**src/hdl/binary_seq_flip_longest_nondecreasing_defines.svh**
```systemverilog
// Assertion macros for the block's control module.
`ifndef BINARY_SEQ_FLIP_LONGEST_NONDECREASING_DEFINES_SVH
`define BINARY_SEQ_FLIP_LONGEST_NONDECREASING_DEFINES_SVH
`ifndef SYNTHESIS
// Property checked at every clock edge outside reset
`define BSF_ASSERT(lbl, prop) \
	lbl: assert property (@(posedge clk) disable iff (!arst_n) (prop)) \
		else $error("%m: check failed");
// Antecedent implies consequent in the following cycle
`define BSF_ASSERT_NEXT(lbl, ante, cons) \
	lbl: assert property (@(posedge clk) disable iff (!arst_n) (ante) |=> (cons)) \
		else $error("%m: check failed");
`else
`define BSF_ASSERT(lbl, prop)
`define BSF_ASSERT_NEXT(lbl, ante, cons)
`endif
`endif

```
**src/hdl/bsfln_pkg.sv**
```systemverilog
package bsfln_pkg;

	localparam int LEAF_BITS = 10;
	localparam int LEAVES    = 1 << LEAF_BITS;
	localparam int NODE_BITS = LEAF_BITS + 1;
	localparam int NODES     = 1 << NODE_BITS;
	localparam int CNT_W     = LEAF_BITS + 1;

	localparam logic [1:0] OP_LOAD  = 2'd0;
	localparam logic [1:0] OP_FLIP  = 2'd1;
	localparam logic [1:0] OP_QUERY = 2'd2;

	typedef struct packed {
		logic [CNT_W-1:0] up;
		logic [CNT_W-1:0] zeros;
		logic [CNT_W-1:0] ones;
		logic [CNT_W-1:0] down;
	} stats_t;

	typedef struct packed {
		logic   pending;
		stats_t stats;
	} entry_t;

	localparam int ENTRY_W = $bits(entry_t);

	typedef enum logic [3:0] {
		ST_CLEAR, ST_IDLE, ST_QWAIT, ST_ENTER, ST_COVER, ST_PD_CHK,
		ST_PD_L, ST_PD_R, ST_PD_P, ST_RETURN, ST_PU_RD, ST_PU_L, ST_PU_R
	} state_t;

	typedef enum logic [1:0] {ID_HOLD, ID_LEFT, ID_NEXT, ID_UP} id_op_t;
	typedef enum logic [1:0] {RA_ID, RA_LEFT, RA_RIGHT, RA_ROOT} ra_sel_t;
	typedef enum logic [1:0] {WA_ID, WA_LEFT, WA_RIGHT, WA_CLR} wa_sel_t;
	typedef enum logic [2:0] {WD_ZERO, WD_COVER, WD_INV, WD_PCLR, WD_MERGE} wd_sel_t;

	typedef struct packed {
		logic    latch;
		id_op_t  id_op;
		ra_sel_t ra_sel;
		logic    we;
		wa_sel_t wa_sel;
		wd_sel_t wd_sel;
		logic    hold_ld;
		logic    out_ld;
		logic    clr_inc;
	} cmd_t;

	typedef struct packed {
		logic op_ok;
		logic is_query;
		logic disjoint;
		logic covered;
		logic is_root;
		logic is_left;
		logic pending;
		logic clr_last;
	} status_t;

	function automatic logic [CNT_W-1:0] max_cnt(logic [CNT_W-1:0] x, logic [CNT_W-1:0] y);
		return (x > y) ? x : y;
	endfunction

	function automatic stats_t combine(stats_t p, stats_t q);
		stats_t t;
		t.up    = max_cnt(p.up + q.ones, p.zeros + q.up);
		t.zeros = p.zeros + q.zeros;
		t.ones  = p.ones + q.ones;
		t.down  = max_cnt(p.down + q.zeros, p.ones + q.down);
		return t;
	endfunction

	function automatic entry_t invert(entry_t e);
		entry_t t;
		t.pending     = ~e.pending;
		t.stats.up    = e.stats.down;
		t.stats.down  = e.stats.up;
		t.stats.zeros = e.stats.ones;
		t.stats.ones  = e.stats.zeros;
		return t;
	endfunction

endpackage

```
**src/hdl/bsfln_ctrl.sv**
```systemverilog
`include "binary_seq_flip_longest_nondecreasing_defines.svh"
module bsfln_ctrl import bsfln_pkg::*; (
	input  logic    clk,
	input  logic    arst_n,
	input  status_t sts,
	output cmd_t    cmd,
	input  logic    in_valid,
	output logic    in_stall,
	output logic    out_valid,
	input  logic    out_stall
);

	state_t state_q;
	state_t state_d;
	logic   out_valid_q;
	logic   out_free;
	logic   accept;

	assign out_free = !out_valid_q || !out_stall;
	assign accept   = in_valid && (state_q == ST_IDLE);
	assign in_stall = (state_q != ST_IDLE);
	assign out_valid = out_valid_q;

	// next state
	always_comb begin
		state_d = state_q;
		unique case (state_q)
			ST_CLEAR:  if (sts.clr_last) state_d = ST_IDLE;
			ST_IDLE: begin
				if (accept && sts.is_query) state_d = ST_QWAIT;
				else if (accept && sts.op_ok) state_d = ST_ENTER;
			end
			ST_QWAIT:  if (out_free) state_d = ST_IDLE;
			ST_ENTER: begin
				if (sts.disjoint) state_d = ST_RETURN;
				else if (sts.covered) state_d = ST_COVER;
				else state_d = ST_PD_CHK;
			end
			ST_COVER:  state_d = ST_RETURN;
			ST_PD_CHK: state_d = sts.pending ? ST_PD_L : ST_ENTER;
			ST_PD_L:   state_d = ST_PD_R;
			ST_PD_R:   state_d = ST_PD_P;
			ST_PD_P:   state_d = ST_ENTER;
			ST_RETURN: begin
				if (sts.is_root) state_d = ST_IDLE;
				else if (sts.is_left) state_d = ST_ENTER;
				else state_d = ST_PU_RD;
			end
			ST_PU_RD:  state_d = ST_PU_L;
			ST_PU_L:   state_d = ST_PU_R;
			ST_PU_R:   state_d = ST_RETURN;
			default:   state_d = ST_IDLE;
		endcase
	end

	// datapath commands
	always_comb begin
		cmd.latch   = 1'b0;
		cmd.id_op   = ID_HOLD;
		cmd.ra_sel  = RA_ID;
		cmd.we      = 1'b0;
		cmd.wa_sel  = WA_ID;
		cmd.wd_sel  = WD_ZERO;
		cmd.hold_ld = 1'b0;
		cmd.out_ld  = 1'b0;
		cmd.clr_inc = 1'b0;
		unique case (state_q)
			ST_CLEAR: begin
				cmd.we      = 1'b1;
				cmd.wa_sel  = WA_CLR;
				cmd.clr_inc = 1'b1;
			end
			ST_IDLE: begin
				cmd.latch  = accept;
				cmd.ra_sel = RA_ROOT;
			end
			ST_QWAIT: begin
				cmd.ra_sel = RA_ROOT;
				cmd.out_ld = out_free;
			end
			ST_ENTER:  cmd.ra_sel = RA_ID;
			ST_COVER: begin
				cmd.we     = 1'b1;
				cmd.wd_sel = WD_COVER;
			end
			ST_PD_CHK: begin
				cmd.hold_ld = 1'b1;
				cmd.ra_sel  = RA_LEFT;
				if (!sts.pending) cmd.id_op = ID_LEFT;
			end
			ST_PD_L: begin
				cmd.we     = 1'b1;
				cmd.wa_sel = WA_LEFT;
				cmd.wd_sel = WD_INV;
				cmd.ra_sel = RA_RIGHT;
			end
			ST_PD_R: begin
				cmd.we     = 1'b1;
				cmd.wa_sel = WA_RIGHT;
				cmd.wd_sel = WD_INV;
			end
			ST_PD_P: begin
				cmd.we     = 1'b1;
				cmd.wd_sel = WD_PCLR;
				cmd.id_op  = ID_LEFT;
			end
			ST_RETURN: begin
				if (!sts.is_root) cmd.id_op = sts.is_left ? ID_NEXT : ID_UP;
			end
			ST_PU_RD:  cmd.ra_sel = RA_LEFT;
			ST_PU_L: begin
				cmd.hold_ld = 1'b1;
				cmd.ra_sel  = RA_RIGHT;
			end
			ST_PU_R: begin
				cmd.we     = 1'b1;
				cmd.wd_sel = WD_MERGE;
			end
			default: cmd.latch = 1'b0;
		endcase
	end

	// state and output valid
	always_ff @(posedge clk or negedge arst_n) begin
		if (!arst_n) begin
			state_q     <= ST_CLEAR;
			out_valid_q <= 1'b0;
		end else begin
			state_q <= state_d;
			if (cmd.out_ld) out_valid_q <= 1'b1;
			else if (!out_stall) out_valid_q <= 1'b0;
		end
	end

	`BSF_ASSERT_NEXT(a_query_waits, accept && sts.is_query, state_q == ST_QWAIT)
	`BSF_ASSERT(a_result_from_query, $rose(out_valid_q) |-> $past(state_q) == ST_QWAIT)
	`BSF_ASSERT(a_no_result_in_clear, state_q == ST_CLEAR |-> !out_valid_q)
	`BSF_ASSERT_NEXT(a_pushdown_order, state_q == ST_PD_L, state_q == ST_PD_R)

endmodule

```
**config.mk**
```make
export PLATFORM = sky130hd
export DESIGN_NAME = bsfln_ctrl
export DESIGN_NICKNAME = d
export VERILOG_FILES = /design/src/hdl/bsfln_pkg.sv /design/src/hdl/bsfln_ctrl.sv
export VERILOG_INCLUDE_DIRS = /design/src /design/src/hdl
export SDC_FILE = /design/constraint.sdc
export NUM_CORES = 1
export LEC_CHECK = 0
export BUFFER_PORTS_ARGS = -buffer_cell sky130_fd_sc_hd__clkbuf_2
export CAP_MARGIN = 25
export CORE_AREA = 3 3 40 42
export DETAILED_ROUTE_END_ITERATION = 6
export DIE_AREA = 0 0 43 45
export HOLD_SLACK_MARGIN = 0.08
export PLACE_DENSITY = 0.73
export SLEW_MARGIN = 0
export SYNTH_ARGS = -nofsm -noshare
export SYNTH_HDL_FRONTEND = slang
export SYNTH_SLANG_ARGS = --single-unit
export TNS_END_PERCENT = 100
```
**constraint.sdc**
```tcl
create_clock -name clk -period 2.2 [get_ports clk]
set_input_delay 0.22 -clock clk [delete_from_list [all_inputs] [get_ports clk]]
set_output_delay 0.22 -clock clk [all_outputs]
set_load 0.05 [all_outputs]
```
# Word level (Yosys, flattened, before mapping)
# Index checks and enable logic that the tools add are counted.
[classes] eq_ne=17 n_mux=24 reduce_logical=15
[ops] cell="$pmux 4 s12" count=1
[ops] cell="$mux 4" count=7
[ops] cell="$eq 4x4->1 const B" count=5
[ops] cell="$pmux 2 s3" count=3
[ops] cell="$eq 4x3->1 const B" count=4
[ops] cell="$pmux 3 s4" count=1
[ops] cell="$reduce_or 2->1" count=6
[ops] cell="$mux 1" count=10
[ops] cell="$eq 4x2->1 const B" count=2
[ops] cell="$ne 2x2->1 const B" count=3
[ops] cell="$reduce_or 6->1" count=1
[ops] cell="$eq 4x1->1 const B" count=1
[ops] cell="$logic_not 4->1" count=1
[ops] cell="$ne 4x1->1 const B" count=1
[ops] cell="$logic_and 1x1->1" count=3
[ops] cell="$mux 3" count=1
[ops] cell="$ne 3x1->1 const B" count=1
[ops] cell="$reduce_and 3->1" count=1
[ops] cell="$logic_not 1->1" count=2
[ops] cell="$mux 2" count=1
[ops] cell="$logic_or 1x1->1" count=1
[totals] ff_bits=5 input_bits=12 out_inout_bits=16 elab_cells=58

# Logic depth before layout (Yosys ltp)
[logic_depth] ltp_word=6 ltp_mapped=6 depth_no_buf=4

# Worst setup path after synthesis
# Ideal clock, no wire load.
[synth_path] path_kind="reg2out" startpoint="register state_q[3]" endpoint="output cmd[10] (netlist name)" arrival_ns=1.894 required_time_ns=1.980 slack_ns=0.086 stages_incl_launch_ff=6 n_path_buf=2 cell_sequence="dfrtp_1 > buf_2 > buf_2 > nor2_1 > a21oi_1 > o21ai_0"
[synth_rtl] item="from (decl)" line="bsfln_ctrl.sv:13" rtl="state_t state_q;"
[synth_rtl] item="from (signal assigned)" line="bsfln_ctrl.sv:129" rtl="state_q <= state_d;"
[synth_rtl] item="to (decl)" line="bsfln_ctrl.sv:6" rtl="output cmd_t cmd,"

==> results.md <==
* Result of the run: complete, no violations
* Final weighted congestion in routability-driven placement at 0.7929
* Routed Antenna Nets at 0
* Clock slew at the register clock pins of the worst setup and hold paths at 50 ps
* Layout cell share with drive strength beyond 1 at 0.3241
* Number of buffers added on ports at 27
* Timing-limited maximum frequency at 0.5158 GHz
* Slew HR at 0.6680
* CTS tree: built
* Root Buffer: sky130_fd_sc_hd__clkbuf_4
* Sum of overflow across all layers after global routing at 0
* Largest net degree at the start of global routing at 19
* Average detailed-routed wire length per instance at 11.07 um
* Count of final setup violators at 0
* Highest-count cells in the layout ignoring fill and taps: sky130_fd_sc_hd__clkbuf_2, sky130_fd_sc_hd__nand2_1, sky130_fd_sc_hd__a21oi_1
* Via count of the first global-routing pass at 548
* Pin slew with the least headroom to its limit at 498.1 ps
* Post-cts repair resize count at 0
* Post-synthesis to final-layout area growth at 27.69%
* Ant diodes at 0
* Sequential fraction of the synthesis area at 0.2288
* Postcts setup bufs at 0
* Library cells used by synthesis at 27
* Critical path data arrival time at 1720 ps
* Chip height at 45 um
* Worst min-delay path category: in -> reg
* Area of the mapped netlist at 546.8 sq um
* Global-route wire length before repair at 2228 um
* TNS Setup at 0 ps
* Worst EP required at 1980 ps
* Critical-path cell list: nand2b_1, nor3b_1, a21oi_1, nor2_1, clkbuf_2
* Setup repair after global routing missed its margin: no
* Max-cap violations at 0
* Filler Cell Count at 132
* CTS buffer count at 3
* Count of unresolved DRC violations after routing at 0
* Number of hold violations in the final report at 0
* WS Path Type: reg -> out
* Total nets after synthesis at 94
* TritonCTS sink count at 5
* Site Rows at 13
* Boundary Pins at 28
* 1st-pass router iterations at 4
* #FFs+latches synth at 5
* Worst-path fanout max at 18
* Clock Skews at 3.228 ps
* Final core area utilization at 0.5433
* Starting density of the core at 0.4255
* Via density per instance at 5.138
* Startpoint type of the worst setup path: flop
* Startpoint of the worst hold path: out_stall
* Largest stage delay, worst path at 550 ps
* Overall die area at 1935 sq um
* Per-instance average area after synthesis at 6.668 sq um
* Horizontal die dimension at 43 um
* Placeable core region at 1285 sq um
* Sort of element at the end of the critical path: output port
* Final Critical Period at 1939 ps
* Slew Limit Fails at 0
* Sum of net half-perimeters after detailed placement at 1071 um
* Number of DRC markers in iteration 0 at 5
* Beginning of the worst register-to-register path: state_q[1]
* Number of antenna violations at the first check in global routing at 0
* Number of warning messages in the yosys log at 0
* H-tree levels at 1
* Share of the clock period used by the worst path after layout at 0.8813
* Maximum buffer depth of the clock tree at 2
* Most frequent standard cell in the layout excluding fill and tap cells: sky130_fd_sc_hd__clkbuf_2
* Worst setup path start: state_q[3]
* Total routing usage reported by global routing at 0.1495
* Layout net count at 121
* Standard cell with the maximum stage delay on the critical path: sky130_fd_sc_hd__dfrtp_1
* Gate count after technology mapping at 82
* Final wirelength at 1362 um
* Vias after detailed routing at 632
* Worst-skew pair later-pin latency at 230 ps
## path summary, 6_finish.rpt
check,to,slack [ps],cells past startpoint
max,cmd[11],260,5
min,out_valid,270,3
max reg2reg,state_q[0],690,4
min reg2reg,out_valid,580,2
max in group asynchronous,state_q[2],1740,2
min in group asynchronous,state_q[0],330,2
## routing by layer
metal | up-vias | global-route usage | share of wire
met5 | - | 0 | 0
met4 | 0 | 0.04819 | 0
met2 | 17 | 0.2365 | 0.47
met3 | 0 | 0.03984 | 0.055
met1 | 276 | 0.1995 | 0.47
li1 | 339 | - | -
## worst max-delay path, delay by kind of cell (launching register included)
| family | cells | cell delay (ps) |
|---|---|---|
| buf+inv | 1 | 280 |
| flops | 1 | 550 |
| compound gates | 1 | 60 |
| simple gates | 3 | 580 |
## state kept, by name, summed over array words and instances (netlist names)
register   cells
state_q        4
out_valid      1
## logic make-up after synthesis
kind of cell	count (synthesis)	synth area share
simple gates	37	0.3295
compound gates	30	0.3295
buf+inv	9	0.09154
flops	5	0.2288
mux	1	0.02059
## synthesized netlist by cell type, drive strengths merged
cell type   n  area, sq um
a211o       1        8.760
a21oi      12        60.06
a221oi      1        15.01
a311oi      1        8.760
a31oi       2        12.51
and2        1        6.260
and2b       2        15.01
and3        1        6.260
buf         6        38.79
dfrtp       5        125.1
inv         3        11.26
mux2        1        11.26
nand2      13        48.80
nand2b      3        18.77
nand3       1        5.000
nor2       10        37.54
nor2b       2        12.51
nor3        1        10.01
nor3b       1        7.510
o211ai      1        7.510
o21ai      10        50.05
o221a       1        11.26
o22ai       1        6.260
or2         2        12.51
## timing repair
action | in CTS | in global routing
hold buffers | 1 | 0
endpoints found under the setup margin | 0 | 0
hold endpoints to repair | 5 | 0
## area by class of cell
type / count / area [sq um] / share of cell area
Clock buffer: 4 / 26.28 / 0.03763
Inverter: 3 / 11.26 / 0.01613
Multi-Input combinational cell: 68 / 371.6 / 0.5323
Sequential cell: 5 / 125.1 / 0.1792
Tap cell: 15 / 18.77 / 0.02688
Timing Repair Buffer: 28 / 145.1 / 0.2079
## through the flow
stage / cell area [sq um] / setup slack (ps) / instances / hold slack [ps]
2_1_floorplan: 546.8 / 85.84 / 82 / -75.59
3_3_place_gp: 661.9 / 542.7 / 118 / 38.78
3_5_place_dp: 661.9 / 535.7 / 118 / 38.77
4_1_cts: 698.2 / 268.6 / 123 / 261.6
5_1_grt: 698.2 / 129.8 / 123 / 266.1
6_report: 698.2 / 261.2 / 123 / 274.7
Power is left out: the tool's default activity adds up to more than one toggle a clock period on the data nets, which glitch-free logic cannot reach.
